<file path="config.mk">
export PLATFORM = sky130hd
export DESIGN_NAME = sprite_shift_or_blitter
export DESIGN_NICKNAME = d
export VERILOG_FILES = /design/src/rtl/sbl_pkg.sv /design/src/rtl/sbl_cfg.sv /design/src/rtl/sbl_calc.sv /design/src/rtl/sbl_queue.sv /design/src/rtl/sprite_shift_or_blitter.sv
export VERILOG_INCLUDE_DIRS = /design/src /design/src/rtl
export SDC_FILE = /design/constraint.sdc
export NUM_CORES = 1
export LEC_CHECK = 0
export BUFFER_PORTS_ARGS = -buffer_cell sky130_fd_sc_hd__buf_2
export CAP_MARGIN = 10
export CORE_MARGIN = 8
export CORE_UTILIZATION = 56
export DETAILED_ROUTE_END_ITERATION = 8
export PLACE_DENSITY = 0.77
export RECOVER_POWER = 50
export SLEW_MARGIN = 10
export SYNTH_ARGS = -nofsm -noshare
export SYNTH_HDL_FRONTEND = slang
export SYNTH_SLANG_ARGS = --single-unit
</file>
<file path="constraint.sdc">
create_clock -name aclk -period 6.55 [get_ports aclk]
set_clock_uncertainty 0.1 [all_clocks]
set_input_delay 1.31 -clock aclk [delete_from_list [all_inputs] [get_ports aclk]]
set_output_delay 1.31 -clock aclk [all_outputs]
set_load 0.01 [all_outputs]
</file>
<file path="src/rtl/sprite_shift_or_blitter_assert.svh">
// Assertion macros for the blitter RTL.
`ifndef SPRITE_SHIFT_OR_BLITTER_ASSERT_SVH
`define SPRITE_SHIFT_OR_BLITTER_ASSERT_SVH

// Same-cycle implication, checked outside reset.
`define SBL_ASSERT_NOW(label, clk, rstn, ante, cons) \
    label: assert property (@(posedge clk) disable iff (!(rstn)) (ante) |-> (cons)) \
        else $error("sprite_shift_or_blitter: assertion failed");

// Next-cycle implication, checked outside reset.
`define SBL_ASSERT_NEXT(label, clk, rstn, ante, cons) \
    label: assert property (@(posedge clk) disable iff (!(rstn)) (ante) |=> (cons)) \
        else $error("sprite_shift_or_blitter: assertion failed");

`endif

</file>
<file path="src/rtl/sbl_pkg.sv">
// Shared types and constants of the monochrome sprite blitter.
package sbl_pkg;

    localparam int SCREEN_W_DEF  = 640;
    localparam int SCREEN_H_DEF  = 400;
    localparam int ROW_BYTES_DEF = 80;
    localparam int SPRITE_H_DEF  = 32;
    localparam int HITBOX_W_DEF  = 64;

    localparam int WORD_BITS  = 32;
    localparam int GLYPH_BITS = 8;
    localparam int GLYPH_ROWS = 8;
    localparam int MAX_WRITES = 3;

    localparam int ADDR_W     = 24;
    localparam int POS_W      = 11;
    localparam int ROWS_W     = 9;
    localparam int CFG_IDX_W  = 3;
    localparam int CFG_DATA_W = 24;

    localparam logic [ROWS_W-1:0] SPRITE_ROWS_RST = 9'd32;

    typedef enum logic [CFG_IDX_W-1:0] {
        REG_FRAME_BASE  = 3'd0,
        REG_POS_X       = 3'd1,
        REG_POS_Y       = 3'd2,
        REG_BLIT_MODE   = 3'd3,
        REG_SPRITE_ROWS = 3'd4
    } cfg_reg_t;

    typedef enum logic [1:0] {
        MODE_W32   = 2'd0,
        MODE_W64   = 2'd1,
        MODE_GLYPH = 2'd2
    } blit_mode_t;

    typedef struct packed {
        logic [31:0] row_word_a;
        logic [31:0] row_word_b;
    } in_item_t;

    typedef struct packed {
        logic [ADDR_W-1:0] write_addr;
        logic [31:0]       write_data;
        logic              byte_write;
        logic              last_write;
    } out_item_t;

    typedef struct packed {
        logic [ADDR_W-1:0]       frame_base;
        logic signed [POS_W-1:0] pos_x;
        logic signed [POS_W-1:0] pos_y;
        logic [1:0]              blit_mode;
        logic [ROWS_W-1:0]       sprite_rows;
        logic [ROWS_W-1:0]       row_count;
    } cfg_state_t;

    typedef struct packed {
        logic [1:0]                  count;
        out_item_t [MAX_WRITES-1:0]  wr;
    } job_t;

    typedef struct packed {
        logic              en;
        logic [ROWS_W-1:0] value;
    } row_upd_t;

endpackage

</file>
<file path="src/rtl/sbl_cfg.sv">
// Configuration registers and the bitmap row counter.
module sbl_cfg (
    input  logic                           aclk,
    input  logic                           aresetn,
    input  logic                           cfg_valid,
    input  logic [sbl_pkg::CFG_IDX_W-1:0]  cfg_index,
    input  logic [sbl_pkg::CFG_DATA_W-1:0] cfg_wdata,
    input  logic                           item_accept,
    input  sbl_pkg::row_upd_t              upd,
    output sbl_pkg::cfg_state_t            state
);
    import sbl_pkg::*;

    cfg_state_t state_reg;
    cfg_state_t state_next;

    always_comb begin
        state_next = state_reg;
        if (cfg_valid) begin
            unique case (cfg_reg_t'(cfg_index))
                REG_FRAME_BASE: begin
                    state_next.frame_base = cfg_wdata[ADDR_W-1:0];
                    state_next.row_count  = '0;
                end
                REG_POS_X: begin
                    state_next.pos_x     = cfg_wdata[POS_W-1:0];
                    state_next.row_count = '0;
                end
                REG_POS_Y: begin
                    state_next.pos_y     = cfg_wdata[POS_W-1:0];
                    state_next.row_count = '0;
                end
                REG_BLIT_MODE: begin
                    state_next.blit_mode = cfg_wdata[1:0];
                    state_next.row_count = '0;
                end
                REG_SPRITE_ROWS: begin
                    state_next.sprite_rows = cfg_wdata[ROWS_W-1:0];
                    state_next.row_count   = '0;
                end
                default: begin
                    state_next = state_reg;
                end
            endcase
        end else if (item_accept && upd.en) begin
            state_next.row_count = upd.value;
        end
    end

    always_ff @(posedge aclk) begin
        if (!aresetn) begin
            state_reg.frame_base  <= '0;
            state_reg.pos_x       <= '0;
            state_reg.pos_y       <= '0;
            state_reg.blit_mode   <= MODE_W32;
            state_reg.sprite_rows <= SPRITE_ROWS_RST;
            state_reg.row_count   <= '0;
        end else begin
            state_reg <= state_next;
        end
    end

    assign state = state_reg;

endmodule

</file>
<file path="src/rtl/sbl_calc.sv">
// Row addressing, clipping and shift logic that turns one row into its writes.
module sbl_calc #(
    parameter int SCREEN_W  = sbl_pkg::SCREEN_W_DEF,
    parameter int SCREEN_H  = sbl_pkg::SCREEN_H_DEF,
    parameter int ROW_BYTES = sbl_pkg::ROW_BYTES_DEF,
    parameter int SPRITE_H  = sbl_pkg::SPRITE_H_DEF,
    parameter int HITBOX_W  = sbl_pkg::HITBOX_W_DEF
) (
    input  sbl_pkg::cfg_state_t cfg,
    input  sbl_pkg::in_item_t   item,
    output sbl_pkg::job_t       job,
    output sbl_pkg::row_upd_t   upd
);
    import sbl_pkg::*;

    localparam int RB_W   = $clog2(ROW_BYTES + 1);
    localparam int PROD_W = POS_W + RB_W;

    localparam logic signed [13:0] X32_MAX = 14'(SCREEN_W - WORD_BITS);
    localparam logic signed [13:0] Y32_MAX = 14'(SCREEN_H - SPRITE_H);
    localparam logic signed [13:0] X64_MAX = 14'(SCREEN_W - HITBOX_W);
    localparam logic signed [13:0] Y64_MAX = 14'(SCREEN_H);
    localparam logic signed [13:0] XG_LIM  = 14'(SCREEN_W - GLYPH_BITS);
    localparam logic signed [13:0] YG_LIM  = 14'(SCREEN_H - GLYPH_ROWS);

    logic signed [13:0] px;
    logic signed [13:0] py;
    logic signed [13:0] srow;
    logic signed [13:0] py_end;
    logic [PROD_W-1:0]  prod;
    logic [ADDR_W-1:0]  row_start;
    logic [ADDR_W-1:0]  word_addr;
    logic [ADDR_W-1:0]  byte_addr;
    logic [4:0]         sh;
    logic [2:0]         gsh;
    logic [31:0]        a_main;
    logic [31:0]        a_spill;
    logic [31:0]        b_main;
    logic [31:0]        b_spill;
    logic [7:0]         glyph;
    logic [7:0]         g_main;
    logic [7:0]         g_spill;
    logic [ROWS_W-1:0]  limit;
    logic [ROWS_W:0]    rc_inc;
    blit_mode_t         mode;

    always_comb begin
        px     = {{3{cfg.pos_x[POS_W-1]}}, cfg.pos_x};
        py     = {{3{cfg.pos_y[POS_W-1]}}, cfg.pos_y};
        srow   = py + $signed({5'd0, cfg.row_count});
        py_end = py + $signed({5'd0, cfg.sprite_rows});

        // Drawn rows never have a negative screen row, so 11 bits suffice.
        prod      = PROD_W'(srow[POS_W-1:0]) * PROD_W'(ROW_BYTES);
        row_start = cfg.frame_base + ADDR_W'(prod);
        word_addr = row_start + {16'd0, px[10:5], 2'b00};
        byte_addr = row_start + {16'd0, px[10:3]};

        sh      = px[4:0];
        a_main  = item.row_word_a >> sh;
        b_main  = item.row_word_b >> sh;
        a_spill = (sh == 5'd0) ? 32'd0 : (item.row_word_a << (5'd0 - sh));
        b_spill = (sh == 5'd0) ? 32'd0 : (item.row_word_b << (5'd0 - sh));

        gsh     = px[2:0];
        glyph   = item.row_word_a[7:0];
        g_main  = glyph >> gsh;
        g_spill = (gsh == 3'd0) ? 8'd0 : (glyph << (3'd0 - gsh));

        mode = blit_mode_t'(cfg.blit_mode);

        limit  = (mode == MODE_GLYPH) ? ROWS_W'(GLYPH_ROWS) : cfg.sprite_rows;
        rc_inc = {1'b0, cfg.row_count} + 10'd1;
        // An empty bitmap also lands on zero here, since rc_inc >= 0 always holds.
        upd.value = (rc_inc >= {1'b0, limit}) ? '0 : rc_inc[ROWS_W-1:0];
        upd.en    = 1'b1;

        job.count = 2'd0;
        job.wr    = '0;

        unique case (mode)
            MODE_W32: begin
                if (limit != '0 && px >= 14'sd0 && px <= X32_MAX && srow >= 14'sd0 &&
                    py <= Y32_MAX) begin
                    job.count   = 2'd2;
                    job.wr[0]   = '{word_addr, a_main, 1'b0, 1'b0};
                    job.wr[1]   = '{word_addr + 24'd4, a_spill, 1'b0, 1'b1};
                end
            end
            MODE_W64: begin
                if (limit != '0 && px >= 14'sd0 && px <= X64_MAX && py >= 14'sd0 &&
                    py_end <= Y64_MAX) begin
                    job.count   = 2'd3;
                    job.wr[0]   = '{word_addr, a_main, 1'b0, 1'b0};
                    job.wr[1]   = '{word_addr + 24'd4, a_spill | b_main, 1'b0, 1'b0};
                    job.wr[2]   = '{word_addr + 24'd8, b_spill, 1'b0, 1'b1};
                end
            end
            MODE_GLYPH: begin
                if (px >= 14'sd0 && px < XG_LIM && py >= 14'sd0 && py < YG_LIM) begin
                    job.count   = 2'd2;
                    job.wr[0]   = '{byte_addr, {24'd0, g_main}, 1'b1, 1'b0};
                    job.wr[1]   = '{byte_addr + 24'd1, {24'd0, g_spill}, 1'b1, 1'b1};
                end
            end
            default: begin
                // Unused mode: no writes and the row counter holds.
                upd.en = 1'b0;
            end
        endcase
    end

endmodule

</file>
<file path="src/rtl/sbl_queue.sv">
// Result register bank that hands out the writes of one row, one per cycle while m_ready is high.
`include "sprite_shift_or_blitter_assert.svh"

module sbl_queue (
    input  logic               aclk,
    input  logic               aresetn,
    input  logic               load,
    input  sbl_pkg::job_t      job,
    output logic               in_ready,
    output logic               m_valid,
    input  logic               m_ready,
    output sbl_pkg::out_item_t m_item
);
    import sbl_pkg::*;

    out_item_t [MAX_WRITES-1:0] wr_reg;
    logic                       job_valid_reg;
    logic                       job_valid_next;
    logic [1:0]                 slot_reg;
    logic [1:0]                 slot_next;
    logic                       pop;
    logic                       done;

    assign m_valid  = job_valid_reg;
    assign m_item   = wr_reg[slot_reg];
    assign pop      = job_valid_reg && m_ready;
    assign done     = pop && m_item.last_write;
    assign in_ready = !job_valid_reg || done;

    always_comb begin
        job_valid_next = job_valid_reg;
        slot_next      = slot_reg;
        if (load) begin
            job_valid_next = (job.count != 2'd0);
            slot_next      = 2'd0;
        end else if (done) begin
            job_valid_next = 1'b0;
            slot_next      = 2'd0;
        end else if (pop) begin
            slot_next = slot_reg + 2'd1;
        end
    end

    always_ff @(posedge aclk) begin
        if (!aresetn) begin
            job_valid_reg <= 1'b0;
            slot_reg      <= 2'd0;
        end else begin
            job_valid_reg <= job_valid_next;
            slot_reg      <= slot_next;
        end
    end

    always_ff @(posedge aclk) begin
        if (load) begin
            wr_reg <= job.wr;
        end
    end

    `SBL_ASSERT_NEXT(a_step_slot, aclk, aresetn, pop && !m_item.last_write, m_valid && slot_reg == $past(slot_reg) + 2'd1)
    `SBL_ASSERT_NEXT(a_load_start, aclk, aresetn, load && job.count != 2'd0, m_valid && slot_reg == 2'd0)
    `SBL_ASSERT_NOW(a_third_last, aclk, aresetn, m_valid && slot_reg == 2'd2, m_item.last_write)

endmodule

</file>
<file path="src/rtl/sprite_shift_or_blitter.sv">
// Top level of the monochrome bitmap shift-and-OR blitter.
//
// Each item on the s_ channel is one bitmap row; the block answers on the m_
// channel with the OR-writes that draw that row into a 1-bit frame buffer at
// the configured pos_x, pos_y. A 32-wide sprite row gives two word writes, a
// 64-wide sprite row gives three, and a glyph row gives two byte writes. The
// final write of each row carries last_write. Clipped rows give no writes.
// Registers are written on the cfg_ channel (index, data); any write to a
// defined register clears the row counter. Write them only while idle.
// The first write of a row is presented the cycle after the row is accepted.
// The result channel moves one write per cycle while m_ready is high; a clipped
// row puts nothing on it. The next row is accepted in the same cycle as the
// last write of the previous row.
// If the receiver stalls, the pending write holds on m_item and s_ready stays
// low until the last write of the current row is taken.
// Reset (aresetn low, synchronous) empties the result bank, clears the row
// counter and returns the registers to base 0, position 0,0, the 32-wide mode
// and 32 rows.
module sprite_shift_or_blitter #(
    parameter int SCREEN_W  = sbl_pkg::SCREEN_W_DEF,
    parameter int SCREEN_H  = sbl_pkg::SCREEN_H_DEF,
    parameter int ROW_BYTES = sbl_pkg::ROW_BYTES_DEF,
    parameter int SPRITE_H  = sbl_pkg::SPRITE_H_DEF,
    parameter int HITBOX_W  = sbl_pkg::HITBOX_W_DEF
) (
    input  logic                           aclk,
    input  logic                           aresetn,
    input  logic                           s_valid,
    output logic                           s_ready,
    input  sbl_pkg::in_item_t              s_item,
    output logic                           m_valid,
    input  logic                           m_ready,
    output sbl_pkg::out_item_t             m_item,
    input  logic                           cfg_valid,
    output logic                           cfg_ready,
    input  logic [sbl_pkg::CFG_IDX_W-1:0]  cfg_index,
    input  logic [sbl_pkg::CFG_DATA_W-1:0] cfg_wdata
);
    import sbl_pkg::*;

    cfg_state_t cfg_state;
    job_t       job;
    row_upd_t   upd;
    logic       item_accept;

    // Register writes never wait.
    assign cfg_ready   = 1'b1;
    assign item_accept = s_valid && s_ready;

    sbl_cfg u_cfg (
        .aclk        (aclk),
        .aresetn     (aresetn),
        .cfg_valid   (cfg_valid),
        .cfg_index   (cfg_index),
        .cfg_wdata   (cfg_wdata),
        .item_accept (item_accept),
        .upd         (upd),
        .state       (cfg_state)
    );

    // The writes of a row are formed straight from the accepted item and the
    // current row counter, and land in the result bank at the same edge.
    sbl_calc #(
        .SCREEN_W  (SCREEN_W),
        .SCREEN_H  (SCREEN_H),
        .ROW_BYTES (ROW_BYTES),
        .SPRITE_H  (SPRITE_H),
        .HITBOX_W  (HITBOX_W)
    ) u_calc (
        .cfg  (cfg_state),
        .item (s_item),
        .job  (job),
        .upd  (upd)
    );

    sbl_queue u_queue (
        .aclk     (aclk),
        .aresetn  (aresetn),
        .load     (item_accept),
        .job      (job),
        .in_ready (s_ready),
        .m_valid  (m_valid),
        .m_ready  (m_ready),
        .m_item   (m_item)
    );

endmodule
</file>
# Yosys cells after proc, flatten, opt, wreduce, memory -nomap -nowiden

Cells that the tools add are included.

Bits in registers: 243
Output and inout port bits: 61

Add/subtract/negate cells: 12
Multiply operators: 1
$lt $le $gt $ge: 11
Eq/ne operators: 7
Shift operators: 6
Multiplexer cells: 20
Bitwise logic cells: 4
Reduce and logical (&&, ||, !) cells: 35

Operators by type and width:

| cell                  | count |
|---|---|
| $pmux 116 s3          | 1 |
| $mux 116              | 2 |
| $mux 176              | 1 |
| $bmux 58 s2           | 1 |
| $mux 32               | 2 |
| $shl 32x5->32         | 2 |
| $shr 32x5->32         | 2 |
| $mux 58               | 1 |
| $add 24x8->24         | 2 |
| $mux 9                | 5 |
| $or 32x32->32         | 1 |
| $add 11x10->12        | 2 |
| $add 24x1->24 const B | 1 |
| $add 24x18->24        | 1 |
| $add 24x3->24 const B | 1 |
| $add 24x4->24 const B | 1 |
| $ge 11x1->1 const B   | 2 |
| $le 11x11->1 const B  | 2 |
| $ge 14x1->1 const B   | 1 |
| $le 14x10->1 const B  | 1 |
| $logic_and 1x1->1     | 14 |
| $mul 11x3->14 const B | 1 |
| $reduce_and 2->1      | 7 |
| $le 11x10->1 const B  | 1 |
| other kinds (30)      | 41 |

# Longest topological paths before layout

Gate-level depths: netlist of run 1.

Depth in word-level cells: 11
Depth in mapped cells: 33

# By module

A second synthesis of run 1 with hierarchy kept.

Cell total of the unflattened synthesis: 2485
Area, all modules: 21799.7 um2

By module, submodules not included:

| module                  | instances | cells an instance | area an instance (um2) | sequential area each (um2) |
|---|---|---|---|---|
| sbl_calc                | 1         | 1815              | 12519.5                | 0.0 |
| sbl_queue               | 1         | 388               | 6586.3                 | 5285.1 |
| sbl_cfg                 | 1         | 279               | 2676.3                 | 1321.3 |
| sprite_shift_or_blitter | 1         | 3                 | 17.5                   | 0.0 |

# Least setup slack after synthesis of run 1

No wires, ideal clock.

Path kind: input port to flip-flop
Start: input port m_ready
End: register u_cfg.state_reg (netlist bit u_cfg.state[7])
Arrival time: 6.602 ns
Data required time: 6.327 ns
Slack: -0.275 ns
Cell stages on the path: 9
Cells stage by stage: nand2_1 > nand2_1 > and2_1 > a21boi_0 > o22ai_1 > and2_1 > clkbuf_1 > a31oi_1 > mux2i_1

Longest elaborated chain between the ends: 7

Ends and longest elaborated chain:

| item                               | line                          | text |
|---|---|---|
| from (decl)                        | sprite_shift_or_blitter.sv:32 | `input logic m_ready,` |
| $logic_and 1x1->1                  | sbl_queue.sv:26               | `assign pop = job_valid_reg && m_ready;` |
| $logic_and 1x1->1                  | sbl_queue.sv:27               | `assign done = pop && m_item.last_write;` |
| $logic_or 1x1->1                   | sbl_queue.sv:28               | `assign in_ready = !job_valid_reg \|\| done;` |
| net s_ready                        | sprite_shift_or_blitter.sv:29 | `output logic s_ready,` |
| $logic_and 1x1->1                  | sprite_shift_or_blitter.sv:48 | `assign item_accept = s_valid && s_ready;` |
| net item_accept                    | sprite_shift_or_blitter.sv:44 | `logic item_accept;` |
| $logic_and 1x1->1                  | sbl_cfg.sv:45                 | `end else if (item_accept && upd.en) begin` |
| $reduce_bool 2->1 (no source line) | --                            |  |
| $reduce_and 2->1 (no source line)  | --                            |  |
| to (signal assigned)               | sbl_cfg.sv:59                 | `state_reg <= state_next;` |
| to (decl)                          | sbl_cfg.sv:14                 | `cfg_state_t state_reg;` |

The timed path passes the listed nets, and every way through them passes these cells.
A chain may end at the register's enable or synchronous reset.

# Worst setup path in the final report of run 1

Start: register u_cfg.state_reg (netlist bit u_cfg.state[20])
End: register u_queue.wr_reg[173] (netlist name) (data pin)

Longest elaborated chain between the ends: 5
Elaborated cells on any way between the ends: 11
Classes of those cells: 5 x add/sub; 1 x mul; 2 x order compare; 3 x reduce/logical

Ends and longest elaborated chain:

| item                 | line            | text |
|---|---|---|
| $add 11x10->12       | sbl_calc.sv:50  | `srow = py + $signed({5'd0, cfg.row_count});` |
| $mul 11x3->14        | sbl_calc.sv:54  | `prod = PROD_W'(srow[POS_W-1:0]) * PROD_W'(ROW_BYTES);` |
| $add 24x18->24       | sbl_calc.sv:55  | `row_start = cfg.frame_base + ADDR_W'(prod);` |
| $add 24x8->24        | sbl_calc.sv:56  | `word_addr = row_start + {16'd0, px[10:5], 2'b00};` |
| $add 24x4->24        | sbl_calc.sv:96  | `job.wr[2] = '{word_addr + 24'd8, b_spill, 1'b0, 1'b1};` |
| to (signal assigned) | sbl_queue.sv:56 | `wr_reg <= job.wr;` |
| to (decl)            | sbl_queue.sv:16 | `out_item_t [MAX_WRITES-1:0] wr_reg;` |

Parallel ways exist; a longest one is shown, timed or not.

==> key figures, run 1 <==
Route
  • DR WL/cell: 23.3 um
  • Initial DRC count: 2711
  • Vias/cell: 6.50
  • Drt total wl: 74.0 mm
  • DRT antenna net count: 0
  • Vias post-DR: 20700
  • Drt first pass iters: 6
  • DRC: 0

Status
  • Failing checks: max-capacitance violations, max-slew violations, negative setup slack
  • Outcome: complete, but fails checks

Pwr
  • Leak: 9.31 nW
  • Max VDD drop: 0.000240 V
  • Pwr Total: 4.44 mW
  • Pwr Density: 182 nW/um^2

STA
  • Final hold violations: 0
  • Max-slew violations: 343
  • Post-route worst setup slack: -198 ps
  • Max_slew headroom: -1.46
  • Tmin final: 6750 ps
  • Fmax: 0.148 GHz
  • Setup violators final: 5
  • Final Cycle Share: 1.03
  • RSZ-0062 raised after global routing: true
  • Worst-margin pin slew: 3690 ps

Placement
  • Post-Place Cells: 3115
  • DP HPWL: 55.0 mm
  • Post-DP Area: 22600 um^2
  • Pre-CTS setup slack: -300 ps
  • Port Buffers: 155
  • GPL Wtd Cong: 0.990

Finish
  • Finished Cell Area: 24400 um^2
  • NumNets Final: 2865
  • Layout area overhead: 16.2%
  • Max reg flops: 171
  • Fin util: 0.653
  • Number of diodes: 0
  • Layout cell share with drive strength beyond 1: 0.198
  • Non-Filler Instances: 3183

Critical path
  • CP delay by family, top: compound AO/OA/AOI/OAI gates
  • Critical path's slowest cell: or4_4
  • Launching point of the worst reg2reg path: u_cfg.state[20]
  • Crit. End Element: register
  • Worst path arrival time: 6940 ps
  • Req. time, crit path: 6740 ps
  • RR Endpoint: u_queue.wr_reg[173]
  • Critical Path Source Type: register
  • Crit Path Class: reg -> reg
  • Crit-path max cell delay: 610 ps
  • Flop2flop setup slack: -200 ps
  • Crit path buffers/inverters: 2
  • Crit path max fanout: 4
  • Worst reg-to-reg path cell count: 31
  • CP dominant cell by count: ha_4

Synthesis
  • Synth unique cells: 89
  • Cell Area, Synth: 21000 um^2
  • Leading post-synthesis cells by cell area: edfxtp_1 (24%), mux2i_1 (7.7%), nand2_1 (7.3%), dfxtp_1 (6.6%), a21oi_1 (5.5%)
  • Gate Count Post-Synth: 2556
  • EDFF count, synth: 171
  • Sequential-to-total area share from yosys stat: 0.311
  • Seq cells post-synth: 240
  • Synth warnings: 0
  • Syn avg cell area: 8.21 um^2
  • Synth top area share: 0.245
  • Leading area contributor after synthesis: edfxtp_1
  • Post-synth ARST share: 0
  • Post-Syn Nets: 2732
  • Top_reg_cell synth: edfxtp_1

Die
  • Core area: 37300 um^2
  • Initial Util: 0.562
  • Placement Rows: 71
  • IO Count: 157
  • Die height: 210 um
  • Die X: 210 um
  • Die area: 43900 um^2

Hold path
  • Worst Hold End: u_cfg.state[48]
  • Hold Path Class: reg -> reg
  • Number of cells on the worst hold path: 2
  • HP Start: u_cfg.state[48]

Global route
  • Vias in the first global route: 18700
  • Grt ovf: 0
  • Gr usage total: 0.315
  • Largest net degree at the start of global routing: 75
  • Initial antenna violation count: 2
  • First-pass GRT wire length: 110 mm

Clocking
  • Root buffer cell: clkbuf_16
  • Reg clk slew, reported paths: 60 ps
  • Clock latency on the worst-skew pair: 560 ps
  • # hold bufs at CTS: 0
  • Max Root-Sink Buffers: 3
  • CTS H-tree depth: 1
  • Clock sink count: 240
  • CTS tree: built
  • Num CTS Buffers: 27

Flow run
  • Max cap viols: 6
[metal layers]
metal,share of wire,vias up,global-route usage
met5,0.00016,-,0
li1,-,9571,-
met3,0.11,121,0.0626
met2,0.42,1189,0.461
met4,0.019,2,0.0525
met1,0.45,9791,0.478
[logic make-up (layout without fill, tap and decap cells)]
group / count (synthesis) / count (layout) / share of synthesized area
AND/OR/NAND/NOR: 944 / 944 / 0.202
AO/OA/AOI/OAI: 683 / 683 / 0.200
buffers and inverters: 244 / 397 / 0.0452
flip-flops: 240 / 240 / 0.311
multiplexers: 227 / 227 / 0.132
XOR/XNOR: 137 / 137 / 0.0597
adder cells (fa/ha/maj): 80 / 80 / 0.0499
other: 1 / 1 / 0.000179
[cell type report]
cell class,instances,area (um^2)
Multi-Input combinational cell,2072,14300
Fill cell,3138,12900
Sequential cell,240,6530
Timing Repair Buffer,298,1850
Clock buffer,31,691
Tap cell,474,593
Clock inverter,18,194
Inverter,50,193
[synthesized netlist by cell type, types with 6 or more instances]
cell type / n
a211o_1: 8
a211oi_1: 75
a21o_1: 23
a21oi_1: 231
a221oi_1: 10
a22o_1: 6
a22oi_1: 6
a311oi_1: 7
a31oi_1: 24
and2_1: 32
and3_1: 36
buf_1: 19
buf_2: 8
clkbuf_1: 163
dfxtp_1: 69
edfxtp_1: 171
fa_1: 6
ha_1: 74
inv_1: 47
mux2_2: 28
mux2i_1: 162
mux4_2: 37
nand2_1: 409
nand2b_1: 7
nand3_1: 43
nand4_1: 17
nor2_1: 253
nor2b_1: 33
nor3_1: 42
nor4_1: 15
o211ai_1: 13
o21a_1: 10
o21ai_0: 155
o21bai_1: 6
o22ai_1: 46
or2_2: 13
or3_1: 6
or4_1: 10
xnor2_1: 74
xor2_1: 59
[worst max path at each step]
stage	start	end	slack, ps	cells past startpoint
after global placement	u_cfg.state[20]	u_queue.wr_reg[114]	10	32
after CTS	u_cfg.state[20]	u_queue.wr_reg[173]	-0.2	35
final	u_cfg.state[20]	u_queue.wr_reg[173]	-200	31
after detailed placement	u_cfg.state[20]	u_queue.wr_reg[114]	-300	32
after global routing	u_cfg.state[20]	u_queue.wr_reg[173]	-450	33
after floorplan	u_cfg.state[0]	u_queue.wr_reg[173]	-20	32
[tightest hold or removal path: stages, from the launching register on]
cell and delay [ps]:
dfxtp_1 310, nand2_1 50, a21oi_1 50
[power breakdown]
| group | switching, mW | leakage (nW) | internal (mW) |
|---|---|---|---|
| combinational | 0.723 | 6.63 | 0.379 |
| sequential | 0.0539 | 2.26 | 1.75 |
| clock | 0.645 | 0.425 | 0.883 |
| total | 1.42 | 9.31 | 3.01 |
[repair_timing]
item | CTS | global route
setup endpoints to repair | 14 | 21
buffers inserted | 3 | 18
pin swaps | 16 | 74
resized for setup | 28 | 122
[stage by stage]
step                setup TNS [ps]  hold WS (ps)
floorplan                    -15.6           340
global placement                 0           352
detailed placement           -2820           353
CTS                         -0.240           366
global route                 -8580           384
finish                        -796           365
[placed cells by master, fill, tap and decap left out, types with 35 or more instances in the layout]
| master | count |
|---|---|
| xor2_1 | 56 |
| o21ai_0 | 144 |
| mux2i_1 | 162 |
| inv_1 | 44 |
| and3_1 | 35 |
| mux4_2 | 37 |
| a21oi_1 | 224 |
| buf_4 | 126 |
| a211oi_1 | 72 |
| o22ai_1 | 46 |
| nand3_1 | 42 |
| nor2_1 | 247 |
| xnor2_1 | 64 |
| ha_1 | 60 |
| dfxtp_1 | 63 |
| edfxtp_1 | 171 |
| buf_2 | 148 |
| nand2_1 | 408 |
(Power assumes the default switching activity.)
==> inputs of run 2 (changes only) <==
Settings changed: ABC_AREA from default to 1, CORE_UTILIZATION 56 to 57, PLACE_DENSITY 0.77 to 0.78.
==> key figures, run 2 <==
Status
  • Outcome: complete, but fails checks (unchanged)
  • Failing checks: max-capacitance violations, max-slew violations (was max-capacitance violations, max-slew violations, negative setup slack)

Critical path
  • Critical Path Source Type: register (unchanged)
  • Crit-path max cell delay: 420 ps (was 610 ps)
  • Critical path's slowest cell: fa_1 (was or4_4)
  • Launching point of the worst reg2reg path: u_cfg.state[0] (was u_cfg.state[20])
  • RR Endpoint: u_queue.wr_reg[173] (unchanged)
  • Req. time, crit path: 6760 ps (was 6740 ps)
  • Crit. End Element: register (unchanged)
  • Worst path arrival time: 6400 ps (was 6940 ps)
  • CP dominant cell by count: nand2_1 (was ha_4)
  • Flop2flop setup slack: 360 ps (was -200 ps)
  • Crit Path Class: reg -> reg (unchanged)
  • Crit path max fanout: 7 (was 4)
  • Worst reg-to-reg path cell count: 40 (was 31)

STA
  • Max-slew violations: 307 (was 343)
  • Setup violators final: 0 (was 5)
  • Setup TNS Final: 0 ps (was -796 ps)
  • Tmin final: 6190 ps (was 6750 ps)
  • Max_slew headroom: -0.657 (was -1.46)
  • Final Cycle Share: 0.944 (was 1.03)
  • Worst-margin pin slew: 2480 ps (was 3690 ps)
  • Fmax: 0.162 GHz (was 0.148 GHz)
  • WHS: 352 ps (was 365 ps)
  • Post-route worst setup slack: 364 ps (was -198 ps)
  • Final hold violations: 0 (unchanged)

Synthesis
  • Sequential-to-total area share from yosys stat: 0.299 (was 0.311)
  • Most instantiated library cell after synthesis: nand2_1 (unchanged)
  • Synth unique cells: 68 (was 89)
  • EDFF count, synth: 171 (unchanged)
  • Seq cells post-synth: 240 (unchanged)
  • Post-Syn Nets: 3510 (was 2732)
  • Cell Area, Synth: 21800 um^2 (was 21000 um^2)
  • Post-synth top cells: nand2_1 (794), nor2_1 (406), inv_1 (344), o21ai_0 (307), nand3_1 (231) (was nand2_1 (409), nor2_1 (253), a21oi_1 (231), edfxtp_1 (171), clkbuf_1 (163))
  • Top_reg_cell synth: edfxtp_1 (unchanged)
  • Gate Count Post-Synth: 3334 (was 2556)
  • Synth top area share: 0.236 (was 0.245)
  • Post-synth ARST share: 0 (unchanged)
  • Leading area contributor after synthesis: edfxtp_1 (unchanged)
  • Leading post-synthesis cells by cell area: edfxtp_1 (24%), nand2_1 (14%), o21ai_0 (7.1%), nor2_1 (7.0%), dfxtp_1 (6.3%) (was edfxtp_1 (24%), mux2i_1 (7.7%), nand2_1 (7.3%), dfxtp_1 (6.6%), a21oi_1 (5.5%))
  • Syn avg cell area: 6.53 um^2 (was 8.21 um^2)
  • Synth warnings: 0 (unchanged)

Placement
  • Port Buffers: 155 (unchanged)
  • Pre-CTS setup slack: -46.3 ps (was -300 ps)
  • GPL Wtd Cong: 1.05 (was 0.990)
  • DP HPWL: 62.9 mm (was 55.0 mm)
  • Post-DP Area: 22800 um^2 (was 22600 um^2)

Finish
  • NumNets Final: 3560 (was 2865)
  • Area of the multi-input gates: 13300 um^2 (was 14300 um^2)
  • Layout cell share with drive strength beyond 1: 0.122 (was 0.198)
  • Register area: 6520 um^2 (was 6530 um^2)
  • Finished Cell Area: 23900 um^2 (was 24400 um^2)
  • Most common cell after layout, fill and taps aside: nand2_1 (unchanged)
  • Most frequent cells in the layout: nand2_1 (784), nor2_1 (397), inv_1 (343) (was nand2_1 (408), nor2_1 (247), a21oi_1 (224))
  • Max reg flops: 171 (unchanged)
  • Fin util: 0.634 (was 0.653)
  • Filler cell count: 3448 (was 3138)
  • Layout area overhead: 9.72% (was 16.2%)

Global route
  • Initial antenna violation count: 3 (was 2)
  • First-pass GRT wire length: 123 mm (was 110 mm)
  • Vias in the first global route: 21500 (was 18700)
  • Largest net degree at the start of global routing: 109 (was 75)
  • Gr usage total: 0.347 (was 0.315)
  • Grt ovf: 0 (unchanged)

Clocking
  • CTS H-tree depth: 1 (unchanged)
  • CTS tree: built (unchanged)
  • Clock latency on the worst-skew pair: 570 ps (was 560 ps)
  • Clock sink count: 240 (unchanged)
  • Reg clk slew, reported paths: 60 ps (about the same)
  • Max Root-Sink Buffers: 3 (unchanged)
  • Num CTS Buffers: 27 (unchanged)
  • Root buffer cell: clkbuf_16 (unchanged)

Pwr
  • Leak: 10.7 nW (was 9.31 nW)
  • Max VDD drop: 0.000252 V (was 0.000240 V)
  • Pwr Density: 203 nW/um^2 (was 182 nW/um^2)

Die
  • Placement Rows: 71 (unchanged)
  • Die height: 211 um (was 210 um)
  • Initial Util: 0.578 (was 0.562)
  • IO Count: 157 (unchanged)
  • Die X: 211 um (was 210 um)
  • Core area: 37700 um^2 (was 37300 um^2)
  • Die area: 44700 um^2 (was 43900 um^2)

Hold path
  • HP Start: u_cfg.state[50] (was u_cfg.state[48])
  • Worst Hold End: u_cfg.state[50] (was u_cfg.state[48])
  • Hold Path Class: reg -> reg (unchanged)
  • Number of cells on the worst hold path: 2 (unchanged)

Route
  • Vias post-DR: 23900 (was 20700)
  • DRT antenna net count: 0 (unchanged)
  • Drt first pass iters: 7 (was 6)
  • DR WL/cell: 20.7 um (was 23.3 um)
  • Drt total wl: 81.1 mm (was 74.0 mm)
  • Vias/cell: 6.10 (was 6.50)
  • Initial DRC count: 3811 (was 2711)
  • DRC: 0 (unchanged)

Flow run
  • Max cap viols: 5 (was 6)
-- run 2: worst max-delay path by stage --
stage                    from                  end
6_report       u_cfg.state[0]  u_queue.wr_reg[173]
5_1_grt        u_cfg.state[0]  u_queue.wr_reg[115]
4_1_cts        u_cfg.state[0]  u_queue.wr_reg[114]
3_5_place_dp   u_cfg.state[0]  u_queue.wr_reg[114]
3_3_place_gp   u_cfg.state[0]  u_queue.wr_reg[114]
2_1_floorplan  u_cfg.state[0]  u_queue.wr_reg[111]
-- run 2: layout make-up --
| type | count | area share |
|---|---|---|
| Inverter | 374 | 0.0590 |
| Clock buffer | 34 | 0.0307 |
| Tap cell | 511 | 0.0268 |
| Antenna cell | 2 | 0.000209 |
| Sequential cell | 240 | 0.273 |
| Multi-Input combinational cell | 2538 | 0.558 |
| Clock inverter | 15 | 0.00529 |
| Timing Repair Buffer | 203 | 0.0466 |
-- run 2: logic make-up (layout without fill, tap and decap cells) --
group                      after synthesis  count (layout)  share of synthesized area
and+or+nand+nor                       1626            1626                      0.322
muxes                                   24              24                     0.0110
other                                    1               3                   0.000172
buffers and inverters                  556             626                     0.0977
xor gates and xnor gates                62              62                     0.0256
adders and majority gates               80              80                     0.0480
AOI/OAI and AO/OA                      745             745                      0.196
DFF                                    240             240                      0.299
-- run 2: routing by layer --
metal  routed length [um]  GRT usage  share of wire
met5                   13          0        0.00016
met4                 1930     0.0803          0.024
met3                11000      0.112           0.14
met2                33500      0.496           0.41
met1                34700      0.502           0.43
-- run 2: repair_timing --
action	4_1_cts	5_1_grt
resized for setup	1	54
cloned	0	0
hold buffers	0	0
pin swaps	0	12
endpoints found under the setup margin	5	22
buffers inserted	0	9
-- run 2: critical path, delay by kind of cell, from the launching register on --
family / cells / cell delay [ps]
adders and majority gates: 5 / 1510
xor gates and xnor gates: 2 / 280
buffers and inverters: 5 / 380
AOI/OAI and AO/OA: 7 / 1080
DFF: 1 / 380
and+or+nand+nor: 21 / 2180
-- run 2: report_power, final --
part           internal, mW  switching (mW)
Sequential             1.80          0.0504
Combinational         0.422            1.11
Clock                 0.839           0.639
Total                  3.06            1.80
-- run 2: metrics by stage --
step,power (mW),cells
floorplan,2.80,3334
global placement,3.30,3857
detailed placement,3.33,3857
CTS,4.79,3906
global route,5.03,3916
finish,4.86,3917
